<file path="src/design/kav_pkg.sv">
// Shared types, constants and the sequencer microprogram for the altitude/velocity filter.
package kav_pkg;

   typedef enum logic [3:0] {
      OP_END, OP_MUL, OP_DIV, OP_LD, OP_ADD, OP_SUB, OP_MOV,
      OP_BR_NOACC, OP_BR_NOBARO, OP_BR_SMALL
   } op_type;

   typedef enum logic [4:0] {
      SRC_NONE, SRC_DT, SRC_Q, SRC_V, SRC_A, SRC_H, SRC_HH, SRC_HV, SRC_VH, SRC_VV,
      SRC_T0, SRC_T1, SRC_T2, SRC_T3, SRC_T4, SRC_T5, SRC_T6,
      SRC_PROD, SRC_ACC, SRC_R, SRC_Z, SRC_ONE
   } src_type;

   typedef enum logic [3:0] {
      DST_NONE, DST_H, DST_V, DST_HELD, DST_HH, DST_HV, DST_VH, DST_VV,
      DST_T0, DST_T1, DST_T2, DST_T3, DST_T4, DST_T5, DST_T6
   } dst_type;

   typedef enum logic [2:0] {SH_20, SH_21, SH_24, SH_QHH, SH_QHV, SH_QVV} sh_type;

   typedef logic [6:0] pc_type;

   typedef struct packed {
      op_type  op;
      src_type a;
      src_type b;
      dst_type d;
      sh_type  sh;
      pc_type  tgt;
   } uop_type;

   localparam int      COV_FRAC = 24;
   localparam pc_type  PC_CORR  = 7'd47;
   localparam pc_type  PC_DONE  = 7'd82;

   localparam logic signed [63:0] COV_ONE  = 64'sd16777216;
   localparam logic signed [63:0] EPS_COV  = 64'sd17;
   localparam logic signed [63:0] MAX32    = 64'sd2147483647;
   localparam logic signed [63:0] MIN32    = -64'sd2147483648;
   localparam logic signed [63:0] MAX48    = 64'sd140737488355327;
   localparam logic signed [63:0] MIN48    = -64'sd140737488355328;

   localparam logic [1:0] CSR_ACCEL_NOISE = 2'd0;
   localparam logic [1:0] CSR_BARO_NOISE  = 2'd1;
   localparam logic [1:0] CSR_INIT_HEIGHT = 2'd2;
   localparam logic [1:0] CSR_INIT_VEL    = 2'd3;

   function automatic logic [31:0] sat32(input logic signed [63:0] x);
      if (x > MAX32) return 32'h7fff_ffff;
      else if (x < MIN32) return 32'h8000_0000;
      else return x[31:0];
   endfunction

   function automatic logic ovf32(input logic signed [63:0] x);
      return (x > MAX32) || (x < MIN32);
   endfunction

   function automatic logic [47:0] sat48(input logic signed [63:0] x);
      if (x > MAX48) return 48'h7fff_ffff_ffff;
      else if (x < MIN48) return 48'h8000_0000_0000;
      else return x[47:0];
   endfunction

   function automatic logic ovf48(input logic signed [63:0] x);
      return (x > MAX48) || (x < MIN48);
   endfunction

   function automatic uop_type u_mul(input src_type a, input src_type b, input sh_type sh);
      return '{op: OP_MUL, a: a, b: b, d: DST_NONE, sh: sh, tgt: '0};
   endfunction

   function automatic uop_type u_mov(input src_type a, input dst_type d);
      return '{op: OP_MOV, a: a, b: SRC_NONE, d: d, sh: SH_20, tgt: '0};
   endfunction

   function automatic uop_type u_div(input src_type a, input dst_type d);
      return '{op: OP_DIV, a: a, b: SRC_NONE, d: d, sh: SH_20, tgt: '0};
   endfunction

   function automatic uop_type u_alu(input op_type op, input src_type a);
      return '{op: op, a: a, b: SRC_NONE, d: DST_NONE, sh: SH_20, tgt: '0};
   endfunction

   function automatic uop_type u_br(input op_type op, input pc_type tgt);
      return '{op: op, a: SRC_NONE, b: SRC_NONE, d: DST_NONE, sh: SH_20, tgt: tgt};
   endfunction

   // Microprogram: prediction from 0, correction from PC_CORR, end at PC_DONE.
   function automatic uop_type kav_uop(input pc_type pc);
      unique case (pc)
         7'd0:  return u_br(OP_BR_NOACC, PC_CORR);
         7'd1:  return u_mul(SRC_DT, SRC_DT, SH_20);
         7'd2:  return u_mov(SRC_PROD, DST_T0);          // dt^2
         7'd3:  return u_mul(SRC_T0, SRC_DT, SH_20);
         7'd4:  return u_mov(SRC_PROD, DST_T1);          // dt^3
         7'd5:  return u_mul(SRC_T0, SRC_T0, SH_20);
         7'd6:  return u_mov(SRC_PROD, DST_T2);          // dt^4
         7'd7:  return u_mul(SRC_Q, SRC_T2, SH_QHH);
         7'd8:  return u_mov(SRC_PROD, DST_T3);
         7'd9:  return u_mul(SRC_Q, SRC_T1, SH_QHV);
         7'd10: return u_mov(SRC_PROD, DST_T4);
         7'd11: return u_mul(SRC_Q, SRC_T0, SH_QVV);
         7'd12: return u_mov(SRC_PROD, DST_T5);
         7'd13: return u_mul(SRC_V, SRC_DT, SH_20);
         7'd14: return u_alu(OP_LD, SRC_H);
         7'd15: return u_alu(OP_ADD, SRC_PROD);
         7'd16: return u_mul(SRC_A, SRC_T0, SH_21);
         7'd17: return u_alu(OP_ADD, SRC_PROD);
         7'd18: return u_mov(SRC_ACC, DST_H);
         7'd19: return u_mul(SRC_A, SRC_DT, SH_20);
         7'd20: return u_alu(OP_LD, SRC_V);
         7'd21: return u_alu(OP_ADD, SRC_PROD);
         7'd22: return u_mov(SRC_ACC, DST_V);
         7'd23: return u_alu(OP_LD, SRC_VH);
         7'd24: return u_alu(OP_ADD, SRC_HV);
         7'd25: return u_mov(SRC_ACC, DST_T6);
         7'd26: return u_mul(SRC_DT, SRC_T6, SH_20);
         7'd27: return u_alu(OP_LD, SRC_HH);
         7'd28: return u_alu(OP_ADD, SRC_PROD);
         7'd29: return u_mul(SRC_T0, SRC_VV, SH_20);
         7'd30: return u_alu(OP_ADD, SRC_PROD);
         7'd31: return u_alu(OP_ADD, SRC_T3);
         7'd32: return u_mov(SRC_ACC, DST_HH);
         7'd33: return u_mul(SRC_DT, SRC_VV, SH_20);
         7'd34: return u_mov(SRC_PROD, DST_T6);
         7'd35: return u_alu(OP_LD, SRC_HV);
         7'd36: return u_alu(OP_ADD, SRC_T6);
         7'd37: return u_alu(OP_ADD, SRC_T4);
         7'd38: return u_mov(SRC_ACC, DST_HV);
         7'd39: return u_alu(OP_LD, SRC_VH);
         7'd40: return u_alu(OP_ADD, SRC_T6);
         7'd41: return u_alu(OP_ADD, SRC_T4);
         7'd42: return u_mov(SRC_ACC, DST_VH);
         7'd43: return u_alu(OP_LD, SRC_VV);
         7'd44: return u_alu(OP_ADD, SRC_T5);
         7'd45: return u_mov(SRC_ACC, DST_VV);
         7'd46: return u_mov(SRC_A, DST_HELD);
         7'd47: return u_br(OP_BR_NOBARO, PC_DONE);
         7'd48: return u_alu(OP_LD, SRC_HH);
         7'd49: return u_alu(OP_ADD, SRC_R);
         7'd50: return u_br(OP_BR_SMALL, PC_DONE);
         7'd51: return u_mov(SRC_ACC, DST_T0);           // innovation variance
         7'd52: return u_div(SRC_HH, DST_T1);            // Kh
         7'd53: return u_div(SRC_VH, DST_T2);            // Kv
         7'd54: return u_alu(OP_LD, SRC_Z);
         7'd55: return u_alu(OP_SUB, SRC_H);
         7'd56: return u_mov(SRC_ACC, DST_T3);           // innovation
         7'd57: return u_mul(SRC_T1, SRC_T3, SH_24);
         7'd58: return u_alu(OP_LD, SRC_H);
         7'd59: return u_alu(OP_ADD, SRC_PROD);
         7'd60: return u_mov(SRC_ACC, DST_H);
         7'd61: return u_mul(SRC_T2, SRC_T3, SH_24);
         7'd62: return u_alu(OP_LD, SRC_V);
         7'd63: return u_alu(OP_ADD, SRC_PROD);
         7'd64: return u_mov(SRC_ACC, DST_V);
         7'd65: return u_mov(SRC_HH, DST_T4);
         7'd66: return u_mov(SRC_HV, DST_T5);
         7'd67: return u_alu(OP_LD, SRC_ONE);
         7'd68: return u_alu(OP_SUB, SRC_T1);
         7'd69: return u_mov(SRC_ACC, DST_T6);
         7'd70: return u_mul(SRC_T6, SRC_T4, SH_24);
         7'd71: return u_mov(SRC_PROD, DST_HH);
         7'd72: return u_mul(SRC_T6, SRC_T5, SH_24);
         7'd73: return u_mov(SRC_PROD, DST_HV);
         7'd74: return u_mul(SRC_T2, SRC_T4, SH_24);
         7'd75: return u_alu(OP_LD, SRC_VH);
         7'd76: return u_alu(OP_SUB, SRC_PROD);
         7'd77: return u_mov(SRC_ACC, DST_VH);
         7'd78: return u_mul(SRC_T2, SRC_T5, SH_24);
         7'd79: return u_alu(OP_LD, SRC_VV);
         7'd80: return u_alu(OP_SUB, SRC_PROD);
         7'd81: return u_mov(SRC_ACC, DST_VV);
         default: return u_br(OP_END, PC_DONE);
      endcase
   endfunction

endpackage

</file>
<file path="src/design/kav_div.sv">
// Serial restoring divider for the Kalman gain: signed Q24.24 quotient, rounded and clipped.
module kav_div (
   input  logic               clock,
   input  logic               reset,
   input  logic               start,
   input  logic signed [47:0] num,
   input  logic        [48:0] den,
   output logic               done,
   output logic signed [47:0] quot,
   output logic               sat
);
   import kav_pkg::*;

   localparam int DVD_W = 48 + COV_FRAC;
   localparam logic [DVD_W-1:0] POS_LIM = DVD_W'(48'h7fff_ffff_ffff);
   localparam logic [DVD_W-1:0] NEG_LIM = DVD_W'(49'h0_8000_0000_0000);

   typedef enum logic [1:0] {D_IDLE, D_SHIFT, D_FIN} dstate_type;

   dstate_type         state_ff;
   logic [DVD_W-1:0]   dvd_ff;
   logic [48:0]        rem_ff, den_ff;
   logic               neg_ff;
   logic [6:0]         cnt_ff;
   logic               done_ff, sat_ff;
   logic signed [47:0] quot_ff;

   logic [47:0]        num_mag;
   logic [49:0]        trial;
   logic               ge;
   logic [DVD_W-1:0]   qr;

   always_comb begin
      num_mag = num[47] ? 48'(-num) : 48'(num);
      trial   = {rem_ff, dvd_ff[DVD_W-1]};
      ge      = trial >= {1'b0, den_ff};
      qr      = dvd_ff + DVD_W'({rem_ff, 1'b0} >= {1'b0, den_ff});
   end

   always_ff @(posedge clock) begin
      if (reset) begin
         state_ff <= D_IDLE;
         done_ff  <= 1'b0;
         cnt_ff   <= '0;
      end else begin
         done_ff <= 1'b0;
         unique case (state_ff)
            D_IDLE: begin
               if (start) begin
                  neg_ff   <= num[47];
                  dvd_ff   <= {num_mag, {COV_FRAC{1'b0}}};
                  rem_ff   <= '0;
                  den_ff   <= den;
                  cnt_ff   <= '0;
                  state_ff <= D_SHIFT;
               end
            end
            D_SHIFT: begin
               rem_ff <= ge ? 49'(trial - {1'b0, den_ff}) : trial[48:0];
               dvd_ff <= {dvd_ff[DVD_W-2:0], ge};
               cnt_ff <= cnt_ff + 7'd1;
               if (cnt_ff == 7'(DVD_W - 1)) state_ff <= D_FIN;
            end
            D_FIN: begin
               if (!neg_ff) begin
                  sat_ff  <= qr > POS_LIM;
                  quot_ff <= (qr > POS_LIM) ? POS_LIM[47:0] : qr[47:0];
               end else begin
                  sat_ff  <= qr > NEG_LIM;
                  quot_ff <= (qr > NEG_LIM) ? 48'h8000_0000_0000 : 48'(-qr);
               end
               done_ff  <= 1'b1;
               state_ff <= D_IDLE;
            end
            default: state_ff <= D_IDLE;
         endcase
      end
   end

   assign done = done_ff;
   assign quot = quot_ff;
   assign sat  = sat_ff;
endmodule

</file>
<file path="config.mk">
export PLATFORM = sky130hd
export DESIGN_NAME = kav_div
export DESIGN_NICKNAME = d
export VERILOG_FILES = /design/src/design/kav_pkg.sv /design/src/design/kav_div.sv
export SDC_FILE = /design/constraint.sdc
export NUM_CORES = 1
export LEC_CHECK = 0
export BUFFER_PORTS_ARGS = -buffer_cell sky130_fd_sc_hd__clkbuf_2
export CORE_MARGIN = 5
export CORE_UTILIZATION = 45
export CTS_CLUSTER_SIZE = 10
export DETAILED_ROUTE_END_ITERATION = 16
export SLEW_MARGIN = 20
export SYNTH_ARGS = -nofsm -noshare
export SYNTH_HDL_FRONTEND = slang
export SYNTH_SLANG_ARGS = --single-unit
</file>
<file path="constraint.sdc">
create_clock -name clock -period 18.09 [get_ports clock]
set_clock_uncertainty 0.15 [all_clocks]
set_input_delay 0.9045 -clock clock [delete_from_list [all_inputs] [get_ports clock]]
set_output_delay 0.9045 -clock clock [all_outputs]
set_load 0.01 [all_outputs]
</file>
==> run_results.csv <==
group,metric,value,unit
status,outcome,"finished, final reports clean",
drt,post_drt_wl_per_cell,18.0,µm
power_and_ir_drop,p_leak,7.07,nW
die,num_rows,70,
drt,remaining_drc_errors,0,
cts,ctsHoldBuffers,0,
layout,antenna_cells,0,
layout,regArea,6810,µm²
synth,synth.net_count,1979,
sta,rsz0062_at_grt,"no",
cts,post-cts-setup-buffers,0,
critical_path,startpoint_type,"flop",
worst_hold_path,hp-class,"flop to flop",
die,die-height,203,µm
power_and_ir_drop,finalPower,1.43,mW
layout,nets,2079,
critical_path,rr_endpoint,"quot[25]$_DFFE_PP_",
critical_path,worstPathRequired,18.29,ns
drt,drtIter0Drc,1090,
layout,stdcell_area,18800,µm²
sta,setup_tns,0,ns
die,io_pins,150,
sta,holdWs,0.369,ns
layout,syn2layout_area_growth,11.4,%
sta,worstMarginPinSlew,0.961,ns
synth,synth_edf_count,220,
cts,clock_sinks,230,
place,dp_slack,10.61,ns
place,gp_congestion,0.894,
sta,slew_headroom,35.9,%
cts,cts_buffers,28,
critical_path,cp_max_fo,25,
critical_path,regToRegStartpoint,"rem_ff[19]$_SDFFCE_PN0P_",
synth,synthTopCellsByArea,"edfxtp_1 (39%), nand2_1 (4.7%), ha_1 (4.1%)",
sta,finalCritPeriodShare,42.0,%
synth,syn_area_per_cell,9.24,µm²
cts,clk_pin_slew,0.05,ns
synth,ys.flop_type,"edfxtp_1",
drt,num_vias,14100,
grt,grt_max_degree,113,
grt,antenna_found_initial,0,
place,portBuffers,149,
layout,final_cells,2407,
die,die_x,203,µm
grt,grt_usage,20.4,%
die,coreArea,36800,µm²
synth,synthCells,1823,
layout,final_util,51.0,%
power_and_ir_drop,max-vdd-ir-drop,74.7,µV
synth,synth-seq-cells,230,
drt,viasPerCell,5.88,
grt,grt_pass1_wl,70700,µm
drt,firstDrtPassIters,5,
grt,overflow,0,
sta,hold_viol_final,0,
synth,yosysWarnings,0,
layout,multi_input_area,9350,µm²
critical_path,crit_type,"flop to flop",
worst_hold_path,hold_start,"cnt_ff[4]$_SDFFE_PP0P_",
cts,clockBufferDepth,3,
synth,synth-seq-area-share,40.4,%
cts,clock_latency,0.55,ns
grt,grt_pass1_vias,13400,
sta,period_needed,7.60,ns
layout,fillers,3476,
sta,setup_ws,10.49,ns
sta,timing.fmax,132,MHz
synth,synth_area,16800,µm²
place,dp_hpwl,31900,µm
synth,ys_types,83,
die,start_util,45.8,%
worst_hold_path,min_path_cells,2,
synth,async_flop_share,0,%
sta,slew_violations,0,
drt,antenna_left,0,
critical_path,end_kind,"flop",
cts,cts_max_level,1,
cts,cts_tree,"built",
job,drv_cap,0,
cts,cts_resized,0,
cts,cts_root_buf,"clkbuf_16",
sta,setup_violations,0,
critical_path,arrival,7.80,ns
die,die-area,41400,µm²
critical_path,worst-r2r-cell-count,22,
worst_hold_path,holdPathEnd,"cnt_ff[4]$_SDFFE_PP0P_",
place,dp_cells,2359,
place,dpl-instance-area,17900,µm²
synth,synth_top_area_share,39.2,%
layout,final_layout_size_suffix_gt1_share,14.0,%
drt,totalWireLength,43400,µm
synth,synth_top_area_cell,"edfxtp_1",
critical_path,reg2reg_slack,10.49,ns
power_and_ir_drop,p_per_area,76.0,nW/µm²
[worst max path at each step]
| stage | from | to | slack, ns | cells past startpoint |
|---|---|---|---|---|
| 2_1_floorplan | reset | den_ff[0]$_DFFE_PP_ | 11.16 | 1 |
| 3_5_place_dp | rem_ff[19]$_SDFFCE_PN0P_ | quot[18]$_DFFE_PP_ | 10.61 | 22 |
| 5_1_grt | rem_ff[19]$_SDFFCE_PN0P_ | quot[3]$_DFFE_PP_ | 9.77 | 22 |
| 6_report | rem_ff[19]$_SDFFCE_PN0P_ | quot[25]$_DFFE_PP_ | 10.49 | 22 |
| 4_1_cts | rem_ff[19]$_SDFFCE_PN0P_ | quot[25]$_DFFE_PP_ | 10.60 | 22 |
| 3_3_place_gp | rem_ff[19]$_SDFFCE_PN0P_ | quot[3]$_DFFE_PP_ | 10.88 | 22 |
[sequential cells by signal, indices dropped and copies added (netlist names)]
| signal | flops |
|---|---|
| cnt_ff | 7 |
| dvd_ff | 72 |
| rem_ff | 49 |
| neg_ff | 1 |
| quot | 48 |
| state_ff | 2 |
| sat | 1 |
| den_ff | 49 |
| done | 1 |
[worst max-delay path, cell delays in order, from the launching register on]
cell       delay (ns)
edfxtp_1         0.38
ha_1             0.44
nand2_1          0.11
o21ai_0          0.28
a31oi_1          0.14
o21ai_0          0.33
a211oi_1         0.15
nor4b_1          0.51
nor2_1           0.07
o21ai_0          0.17
ha_1             0.31
ha_1             0.37
and4_1           0.32
nand2_1          0.32
nor4_1           0.75
nand4_1          0.19
xor2_1           0.48
and4_1           0.35
nand3_1          0.17
o41ai_4          0.55
a21oi_4          0.22
buf_4            0.33
a2111oi_4        0.26
[power by group]
part           switching (mW)  total [mW]  internal [mW]
Sequential             0.0288       0.648          0.620
Combinational           0.163       0.267          0.104
Clock                   0.207       0.510          0.303
[synth_stat cells, drive strengths merged, types with 27 or more instances]
library cell  count
and2             34
o21ai           108
a21o             37
xnor2            66
a21oi            95
edfxtp          220
ha               55
nor2            130
clkbuf           67
nor4             32
and3             42
buf              27
nand2           212
inv              80
xor2             78
nand4            46
nand3            81
nor3             74
a211oi           34
[layout make-up]
cell class                 instances  share of cell area [%]
inverter                          80                    1.60
sequential                       230                    36.3
multi-input combinational       1419                    49.8
tap                              468                    3.12
clock inverter                     2                  0.0467
timing repair buffer             164                    4.75
clock buffer                      44                    4.34
[logic make-up after synthesis]
logic type / after synthesis / synth area share (%)
buffers and inverters: 174 / 4.28
adders and majority gates: 56 / 4.21
AOI/OAI and AO/OA: 426 / 18.4
DFF: 230 / 40.4
muxes: 21 / 1.31
and+or+nand+nor: 772 / 23.9
xor gates and xnor gates: 144 / 7.49
[cell usage in the layout, fill, tap and decap left out, types with 32 or more instances in the layout]
cell and count:
nor3_1 71, and3_1 41, edfxtp_1 220, ha_1 55, nand3_1 78, clkbuf_2 149, a211oi_1 32, and2_1 33
xor2_1 78, nand4_1 43, a21oi_1 94, xnor2_1 66, nand2_1 211, nor2_1 129, o21ai_0 108, inv_1 80
a21o_1 37
[per-layer routing]
metal / track usage (%) / share of wire [%] / vias to the layer above
li1: - / - / 6985
met1: 30.2 / 49 / 6690
met2: 31.4 / 44 / 397
met3: 2.77 / 5.0 / 71
met4: 5.28 / 2.7 / 0
met5: 0 / 0 / -
(Power assumes the default switching activity.)
