`src/design/kav_pkg.sv`:
```
// Shared types, constants and the sequencer microprogram for the altitude/velocity filter.
package kav_pkg;

   typedef enum logic [3:0] {
      OP_END, OP_MUL, OP_DIV, OP_LD, OP_ADD, OP_SUB, OP_MOV,
      OP_BR_NOACC, OP_BR_NOBARO, OP_BR_SMALL
   } op_type;

   typedef enum logic [4:0] {
      SRC_NONE, SRC_DT, SRC_Q, SRC_V, SRC_A, SRC_H, SRC_HH, SRC_HV, SRC_VH, SRC_VV,
      SRC_T0, SRC_T1, SRC_T2, SRC_T3, SRC_T4, SRC_T5, SRC_T6,
      SRC_PROD, SRC_ACC, SRC_R, SRC_Z, SRC_ONE
   } src_type;

   typedef enum logic [3:0] {
      DST_NONE, DST_H, DST_V, DST_HELD, DST_HH, DST_HV, DST_VH, DST_VV,
      DST_T0, DST_T1, DST_T2, DST_T3, DST_T4, DST_T5, DST_T6
   } dst_type;

   typedef enum logic [2:0] {SH_20, SH_21, SH_24, SH_QHH, SH_QHV, SH_QVV} sh_type;

   typedef logic [6:0] pc_type;

   typedef struct packed {
      op_type  op;
      src_type a;
      src_type b;
      dst_type d;
      sh_type  sh;
      pc_type  tgt;
   } uop_type;

   localparam int      COV_FRAC = 24;
   localparam pc_type  PC_CORR  = 7'd47;
   localparam pc_type  PC_DONE  = 7'd82;

   localparam logic signed [63:0] COV_ONE  = 64'sd16777216;
   localparam logic signed [63:0] EPS_COV  = 64'sd17;
   localparam logic signed [63:0] MAX32    = 64'sd2147483647;
   localparam logic signed [63:0] MIN32    = -64'sd2147483648;
   localparam logic signed [63:0] MAX48    = 64'sd140737488355327;
   localparam logic signed [63:0] MIN48    = -64'sd140737488355328;

   localparam logic [1:0] CSR_ACCEL_NOISE = 2'd0;
   localparam logic [1:0] CSR_BARO_NOISE  = 2'd1;
   localparam logic [1:0] CSR_INIT_HEIGHT = 2'd2;
   localparam logic [1:0] CSR_INIT_VEL    = 2'd3;

   function automatic logic [31:0] sat32(input logic signed [63:0] x);
      if (x > MAX32) return 32'h7fff_ffff;
      else if (x < MIN32) return 32'h8000_0000;
      else return x[31:0];
   endfunction

   function automatic logic ovf32(input logic signed [63:0] x);
      return (x > MAX32) || (x < MIN32);
   endfunction

   function automatic logic [47:0] sat48(input logic signed [63:0] x);
      if (x > MAX48) return 48'h7fff_ffff_ffff;
      else if (x < MIN48) return 48'h8000_0000_0000;
      else return x[47:0];
   endfunction

   function automatic logic ovf48(input logic signed [63:0] x);
      return (x > MAX48) || (x < MIN48);
   endfunction

   function automatic uop_type u_mul(input src_type a, input src_type b, input sh_type sh);
      return '{op: OP_MUL, a: a, b: b, d: DST_NONE, sh: sh, tgt: '0};
   endfunction

   function automatic uop_type u_mov(input src_type a, input dst_type d);
      return '{op: OP_MOV, a: a, b: SRC_NONE, d: d, sh: SH_20, tgt: '0};
   endfunction

   function automatic uop_type u_div(input src_type a, input dst_type d);
      return '{op: OP_DIV, a: a, b: SRC_NONE, d: d, sh: SH_20, tgt: '0};
   endfunction

   function automatic uop_type u_alu(input op_type op, input src_type a);
      return '{op: op, a: a, b: SRC_NONE, d: DST_NONE, sh: SH_20, tgt: '0};
   endfunction

   function automatic uop_type u_br(input op_type op, input pc_type tgt);
      return '{op: op, a: SRC_NONE, b: SRC_NONE, d: DST_NONE, sh: SH_20, tgt: tgt};
   endfunction

   // Microprogram: prediction from 0, correction from PC_CORR, end at PC_DONE.
   function automatic uop_type kav_uop(input pc_type pc);
      unique case (pc)
         7'd0:  return u_br(OP_BR_NOACC, PC_CORR);
         7'd1:  return u_mul(SRC_DT, SRC_DT, SH_20);
         7'd2:  return u_mov(SRC_PROD, DST_T0);          // dt^2
         7'd3:  return u_mul(SRC_T0, SRC_DT, SH_20);
         7'd4:  return u_mov(SRC_PROD, DST_T1);          // dt^3
         7'd5:  return u_mul(SRC_T0, SRC_T0, SH_20);
         7'd6:  return u_mov(SRC_PROD, DST_T2);          // dt^4
         7'd7:  return u_mul(SRC_Q, SRC_T2, SH_QHH);
         7'd8:  return u_mov(SRC_PROD, DST_T3);
         7'd9:  return u_mul(SRC_Q, SRC_T1, SH_QHV);
         7'd10: return u_mov(SRC_PROD, DST_T4);
         7'd11: return u_mul(SRC_Q, SRC_T0, SH_QVV);
         7'd12: return u_mov(SRC_PROD, DST_T5);
         7'd13: return u_mul(SRC_V, SRC_DT, SH_20);
         7'd14: return u_alu(OP_LD, SRC_H);
         7'd15: return u_alu(OP_ADD, SRC_PROD);
         7'd16: return u_mul(SRC_A, SRC_T0, SH_21);
         7'd17: return u_alu(OP_ADD, SRC_PROD);
         7'd18: return u_mov(SRC_ACC, DST_H);
         7'd19: return u_mul(SRC_A, SRC_DT, SH_20);
         7'd20: return u_alu(OP_LD, SRC_V);
         7'd21: return u_alu(OP_ADD, SRC_PROD);
         7'd22: return u_mov(SRC_ACC, DST_V);
         7'd23: return u_alu(OP_LD, SRC_VH);
         7'd24: return u_alu(OP_ADD, SRC_HV);
         7'd25: return u_mov(SRC_ACC, DST_T6);
         7'd26: return u_mul(SRC_DT, SRC_T6, SH_20);
         7'd27: return u_alu(OP_LD, SRC_HH);
         7'd28: return u_alu(OP_ADD, SRC_PROD);
         7'd29: return u_mul(SRC_T0, SRC_VV, SH_20);
         7'd30: return u_alu(OP_ADD, SRC_PROD);
         7'd31: return u_alu(OP_ADD, SRC_T3);
         7'd32: return u_mov(SRC_ACC, DST_HH);
         7'd33: return u_mul(SRC_DT, SRC_VV, SH_20);
         7'd34: return u_mov(SRC_PROD, DST_T6);
         7'd35: return u_alu(OP_LD, SRC_HV);
         7'd36: return u_alu(OP_ADD, SRC_T6);
         7'd37: return u_alu(OP_ADD, SRC_T4);
         7'd38: return u_mov(SRC_ACC, DST_HV);
         7'd39: return u_alu(OP_LD, SRC_VH);
         7'd40: return u_alu(OP_ADD, SRC_T6);
         7'd41: return u_alu(OP_ADD, SRC_T4);
         7'd42: return u_mov(SRC_ACC, DST_VH);
         7'd43: return u_alu(OP_LD, SRC_VV);
         7'd44: return u_alu(OP_ADD, SRC_T5);
         7'd45: return u_mov(SRC_ACC, DST_VV);
         7'd46: return u_mov(SRC_A, DST_HELD);
         7'd47: return u_br(OP_BR_NOBARO, PC_DONE);
         7'd48: return u_alu(OP_LD, SRC_HH);
         7'd49: return u_alu(OP_ADD, SRC_R);
         7'd50: return u_br(OP_BR_SMALL, PC_DONE);
         7'd51: return u_mov(SRC_ACC, DST_T0);           // innovation variance
         7'd52: return u_div(SRC_HH, DST_T1);            // Kh
         7'd53: return u_div(SRC_VH, DST_T2);            // Kv
         7'd54: return u_alu(OP_LD, SRC_Z);
         7'd55: return u_alu(OP_SUB, SRC_H);
         7'd56: return u_mov(SRC_ACC, DST_T3);           // innovation
         7'd57: return u_mul(SRC_T1, SRC_T3, SH_24);
         7'd58: return u_alu(OP_LD, SRC_H);
         7'd59: return u_alu(OP_ADD, SRC_PROD);
         7'd60: return u_mov(SRC_ACC, DST_H);
         7'd61: return u_mul(SRC_T2, SRC_T3, SH_24);
         7'd62: return u_alu(OP_LD, SRC_V);
         7'd63: return u_alu(OP_ADD, SRC_PROD);
         7'd64: return u_mov(SRC_ACC, DST_V);
         7'd65: return u_mov(SRC_HH, DST_T4);
         7'd66: return u_mov(SRC_HV, DST_T5);
         7'd67: return u_alu(OP_LD, SRC_ONE);
         7'd68: return u_alu(OP_SUB, SRC_T1);
         7'd69: return u_mov(SRC_ACC, DST_T6);
         7'd70: return u_mul(SRC_T6, SRC_T4, SH_24);
         7'd71: return u_mov(SRC_PROD, DST_HH);
         7'd72: return u_mul(SRC_T6, SRC_T5, SH_24);
         7'd73: return u_mov(SRC_PROD, DST_HV);
         7'd74: return u_mul(SRC_T2, SRC_T4, SH_24);
         7'd75: return u_alu(OP_LD, SRC_VH);
         7'd76: return u_alu(OP_SUB, SRC_PROD);
         7'd77: return u_mov(SRC_ACC, DST_VH);
         7'd78: return u_mul(SRC_T2, SRC_T5, SH_24);
         7'd79: return u_alu(OP_LD, SRC_VV);
         7'd80: return u_alu(OP_SUB, SRC_PROD);
         7'd81: return u_mov(SRC_ACC, DST_VV);
         default: return u_br(OP_END, PC_DONE);
      endcase
   endfunction

endpackage

```
`src/design/kav_mul.sv`:
```
// Shared multiplier: 13-bit digit per cycle, then round half away from zero and clip.
module kav_mul (
   input  logic               clock,
   input  logic               reset,
   input  logic               start,
   input  logic signed [63:0] op_a,
   input  logic signed [63:0] op_b,
   input  logic        [5:0]  shift,
   output logic               done,
   output logic signed [63:0] result,
   output logic               sat
);
   import kav_pkg::*;

   localparam int MAG_W  = 52;
   localparam int DIG_W  = 13;
   localparam int ACC_W  = 2 * MAG_W;
   localparam logic [ACC_W:0] PROD_LIM = (ACC_W + 1)'(1) << 60;

   typedef enum logic [1:0] {M_IDLE, M_ACCUM, M_ROUND} mstate_type;

   mstate_type             state_ff;
   logic [MAG_W-1:0]       a_mag_ff, b_sh_ff;
   logic [ACC_W-1:0]       acc_ff;
   logic                   neg_ff;
   logic [5:0]             shift_ff;
   logic [1:0]             cnt_ff;
   logic                   done_ff, sat_ff;
   logic signed [63:0]     result_ff;

   logic [63:0]            a_abs, b_abs;
   logic [ACC_W-1:0]       acc_in;
   logic [ACC_W:0]         rsum, quo;
   logic [60:0]            mag;
   logic                   over;

   always_comb begin
      a_abs  = op_a[63] ? 64'(-op_a) : 64'(op_a);
      b_abs  = op_b[63] ? 64'(-op_b) : 64'(op_b);
      acc_in = {acc_ff[ACC_W-DIG_W-1:0], {DIG_W{1'b0}}}
             + ACC_W'(a_mag_ff * b_sh_ff[MAG_W-1 -: DIG_W]);
      rsum   = {1'b0, acc_ff} + ((ACC_W + 1)'(1) << (shift_ff - 6'd1));
      quo    = rsum >> shift_ff;
      over   = quo > PROD_LIM;
      mag    = over ? PROD_LIM[60:0] : quo[60:0];
   end

   always_ff @(posedge clock) begin
      if (reset) begin
         state_ff <= M_IDLE;
         done_ff  <= 1'b0;
         cnt_ff   <= '0;
      end else begin
         done_ff <= 1'b0;
         unique case (state_ff)
            M_IDLE: begin
               if (start) begin
                  a_mag_ff <= a_abs[MAG_W-1:0];
                  b_sh_ff  <= b_abs[MAG_W-1:0];
                  neg_ff   <= op_a[63] ^ op_b[63];
                  shift_ff <= shift;
                  acc_ff   <= '0;
                  cnt_ff   <= '0;
                  state_ff <= M_ACCUM;
               end
            end
            M_ACCUM: begin
               acc_ff  <= acc_in;
               b_sh_ff <= {b_sh_ff[MAG_W-DIG_W-1:0], {DIG_W{1'b0}}};
               cnt_ff  <= cnt_ff + 2'd1;
               if (cnt_ff == 2'd3) state_ff <= M_ROUND;
            end
            M_ROUND: begin
               result_ff <= neg_ff ? -64'(mag) : 64'(mag);
               sat_ff    <= over;
               done_ff   <= 1'b1;
               state_ff  <= M_IDLE;
            end
            default: state_ff <= M_IDLE;
         endcase
      end
   end

   assign done   = done_ff;
   assign result = result_ff;
   assign sat    = sat_ff;
endmodule

```
`config.mk`:
```
export PLATFORM = sky130hd
export DESIGN_NAME = kav_mul
export DESIGN_NICKNAME = d
export VERILOG_FILES = /design/src/design/kav_pkg.sv /design/src/design/kav_mul.sv
export SDC_FILE = /design/constraint.sdc
export NUM_CORES = 2
export LEC_CHECK = 0
export BUFFER_PORTS_ARGS = -buffer_cell sky130_fd_sc_hd__buf_2
export CAP_MARGIN = 25
export CELL_PAD_IN_SITES_DETAIL_PLACEMENT = 1
export CELL_PAD_IN_SITES_GLOBAL_PLACEMENT = 1
export CORE_UTILIZATION = 35
export DETAILED_ROUTE_END_ITERATION = 6
export PLACE_DENSITY = 0.62
export SETUP_SLACK_MARGIN = 0.02
export SLEW_MARGIN = 15
export SYNTH_ARGS = -nofsm -noshare
export SYNTH_HDL_FRONTEND = slang
export SYNTH_SLANG_ARGS = --single-unit
```
`constraint.sdc`:
```
create_clock -name clock -period 10.9 [get_ports clock]
set_input_delay 1.09 -clock clock [delete_from_list [all_inputs] [get_ports clock]]
set_output_delay 1.09 -clock clock [all_outputs]
set_load 0.005 [all_outputs]
```
==> results.cfg <==
[setup_path]
worstSetupStartpointType = flop
cpMaxStageDelayCell = nand2_1
worst-setup-path-type = reg2reg
critical_path.endpoint_type = flop
critical-path-top-delay-family = simple AND/OR/NAND/NOR gates
critPathMostFrequentCell = buf_4
critical_path_buf_inv_count = 8
critical_path.startpoint = shift_ff[0]$_DFFE_PP_
maximum_net_fanout_on_the_critical_path = 103
delay_contributed_by_the_slowest_stage_of_the_critical_path_ns = 0.62
critPathArrivalTime_ns = 11.06
critPathRequiredTime_ns = 11.30
worst_r2r_startpoint = shift_ff[0]$_DFFE_PP_

[grt]
gr-max-usage-layer = met2
grt_start_max_net_pins = 157
number_of_global_route_vias_before_repair = 63600
global_route.overflow_total = 0
globalRouteMet3Util_pct = 6.21
gr-usage-met1_pct = 45.6
number_of_antenna_violations_at_the_first_check_in_global_routing = 9
global_route.usage.total_pct = 35.7
grt_pass1_wl_mm = 442
gr-usage-met2_pct = 56.4

[timing]
finalClockSkew_ns = 0.0578
report.final.hold_viol_count = 0
final.hold.worst_slack_ns = 0.524
highest_clock_frequency_the_design_can_meet_mhz = 93.9
setup_viol = 0
timing_worst_slew_pin_value_ns = 1.16
grt_setup_unrepaired = false
final.setup.worst_slack_ns = 0.249
setup-tns-final_ns = 0
worst_slew_margin_pct = 22.3
period_utilization_post_route_pct = 97.7
drv_slew = 0
fin_crit_ns = 10.65

[power_and_ir_drop]
power.leakage_nw = 28.2
power.ir.vdd_worst_mv = 0.545
power.density_nw_per_um2 = 326

[synth]
synth_cell_types = 134
synth_top_cell_by_area = fa_1
yosysSeqAreaShare_pct = 14.7
synthesis.area_um2 = 57900
netlist.area_leader.share_pct = 20.9
post_synth_net_total = 8034
synth_top_flop_cell = edfxtp_1
yosys_warnings = 0
count_leader_synth = nand2_1
synth.top_cells.by_area = fa_1, edfxtp_1, nand2_1
synth.top_cells.by_count = nand2_1, fa_1, nor2_1, inv_1, clkbuf_1
synth_enable_flop_cells = 280
share_of_flip_flops_with_an_asynchronous_set_or_reset_pct = 0
ys_ff_latch = 285
avgSynthCellArea_um2 = 8.16
syn_inst = 7099

[finish]
fillCellCount = 19700
final_layout_size_suffix_gt1_share_pct = 18.2
stdcell_count = 9995
final_area_um2 = 68100
final_nets = 8725
flow.area_growth_from_synthesis_pct = 17.6

[die]
std_cell_rows = 148
die_area_um2 = 167000
floorplan.core_area_um2 = 164000
top_level_ports = 203
chipWidth_um = 409
initial_cell_density_of_the_core_pct = 35.4
fp.dieH_um = 409

[clocking]
cts-resized-gates = 0
cts_root_buffer = clkbuf_16
number_of_buffers_added_by_the_clock_tree_synthesis_step = 39
clock_tree.htree_level_count = 2
postCtsSetupRepairBufs = 0
cts.clk_slew.worst_paths_ns = 0.06
maximum_buffer_depth_of_the_clock_tree = 3
clock_tree_from_tritoncts = yes
cts.sink_count = 285
clock_insertion_delay_worst_skew_ns = 0.69
holdBufCountCts = 0

[flow_run]
max-cap-violations = 0

[placement]
detailed_place_hpwl_mm = 248
placed_cells_incl_taps = 9919
gp_congestion = 1.04
detailed_place.area_um2 = 66800
numPortBuffers = 180
detailedPlace.worstSlack_ns = 0.697

[outcome]
run_status = finished, final reports clean

[detailed_routing]
via_count = 61600
vias_per_cell = 6.16
drt_pre_antenna_iters = 7
detail_route.wirelength_mm = 304
drc_errors = 0
antenna_left = 0
first_iter_violations = 5575
post_drt_wl_per_cell_um = 30.5

[min_path]
min_from = b_sh_ff[26]$_DFFE_PP_
worstHoldPathType = reg2reg
area by class of cell:
cell class                 instances  area, um^2  area share [%]
clock buffer                      43         991            1.45
tap                             2175        2720            4.00
sequential                       285        8510            12.5
inverter                         518        1950            2.86
multi-input combinational       5840       45600            67.0
clock inverter                    26         208           0.305
antenna                            2        5.00         0.00735
timing repair buffer            1106        8100            11.9
cell usage in the layout (no fill, tap or decap), types with 77 or more instances in the layout:
| cell | netlist | final |
|---|---|---|
| ha_1 | 193 | 193 |
| inv_1 | 515 | 511 |
| nand3_1 | 169 | 169 |
| mux2i_1 | 86 | 86 |
| o211ai_1 | 94 | 94 |
| xor2_1 | 113 | 113 |
| or3_1 | 77 | 77 |
| buf_4 | 14 | 905 |
| nor2_1 | 565 | 559 |
| and2_1 | 269 | 269 |
| a211oi_1 | 91 | 91 |
| a21oi_1 | 331 | 331 |
| edfxtp_1 | 280 | 280 |
| buf_2 | 70 | 180 |
| nand4_1 | 117 | 117 |
| nor4_1 | 78 | 77 |
| fa_1 | 605 | 605 |
| o21ai_0 | 260 | 260 |
| nor3_1 | 184 | 184 |
| a21o_1 | 100 | 100 |
| xnor2_1 | 144 | 144 |
| nand2_1 | 995 | 995 |
routing by layer:
metal  part of all wire [%]  routed length, um  vias to the layer above
li1                       -                  -                    26900
met1                     41             125000                    31300
met2                     45             136000                     2591
met3                    7.4              22400                      769
met4                    7.1              21600                        8
met5                  0.017                 51                        -
kinds of logic (layout without fill, tap and decap cells):
group	after synthesis	in the layout	share of synthesized area, %
other	0	2	0
flip-flops	285	285	14.7
adder cells (fa/ha/maj)	798	798	25.1
XOR/XNOR	260	260	3.97
AND/OR/NAND/NOR	2819	2819	23.9
multiplexers	156	156	3.42
buffers and inverters	974	1693	6.63
AO/OA/AOI/OAI	1807	1807	22.3
worst paths after layout:
| check | endpoint | slack (ns) | cells past startpoint |
|---|---|---|---|
| worst max register to register | result[56]$_DFFE_PP_ | 0.25 | 37 |
| worst min register to register | b_sh_ff[39]$_DFFE_PP_ | 0.52 | 2 |
| worst max-delay path | result[56]$_DFFE_PP_ | 0.25 | 37 |
| worst min-delay path | b_sh_ff[39]$_DFFE_PP_ | 0.52 | 2 |
flip-flops by register name, summed over array words and instances, names as in the netlist, 2 cells and up:
register and count:
a_mag_ff 52, acc_ff 104, b_sh_ff 52, cnt_ff 2
result 64, shift_ff 6, state_ff 2
power breakdown:
group | total, mW | leakage, nW | internal, mW | switching, mW
Combinational | 19.0 | 25.0 | 7.68 | 11.3
Sequential | 1.94 | 2.61 | 1.66 | 0.281
Clock | 1.27 | 0.586 | 0.669 | 0.601
Total | 22.2 | 28.2 | 10.0 | 12.2
worst reg2reg max path: cells and delay by family, from the launching register on:
family | cells | cell delay, ns
and+or+nand+nor | 14 | 3.94
buffers and inverters | 8 | 1.56
AOI/OAI and AO/OA | 12 | 3.49
adders and majority gates | 2 | 0.74
xor gates and xnor gates | 1 | 0.19
DFF | 1 | 0.46
per-stage QoR:
step,power [mW],util [%]
4_1_cts,22.3,41.6
6_report,22.2,41.7
3_3_place_gp,20.5,40.9
5_1_grt,24.0,41.7
3_5_place_dp,20.9,40.9
2_1_floorplan,14.7,-
Note: power is estimated with default switching activity, not from simulation.
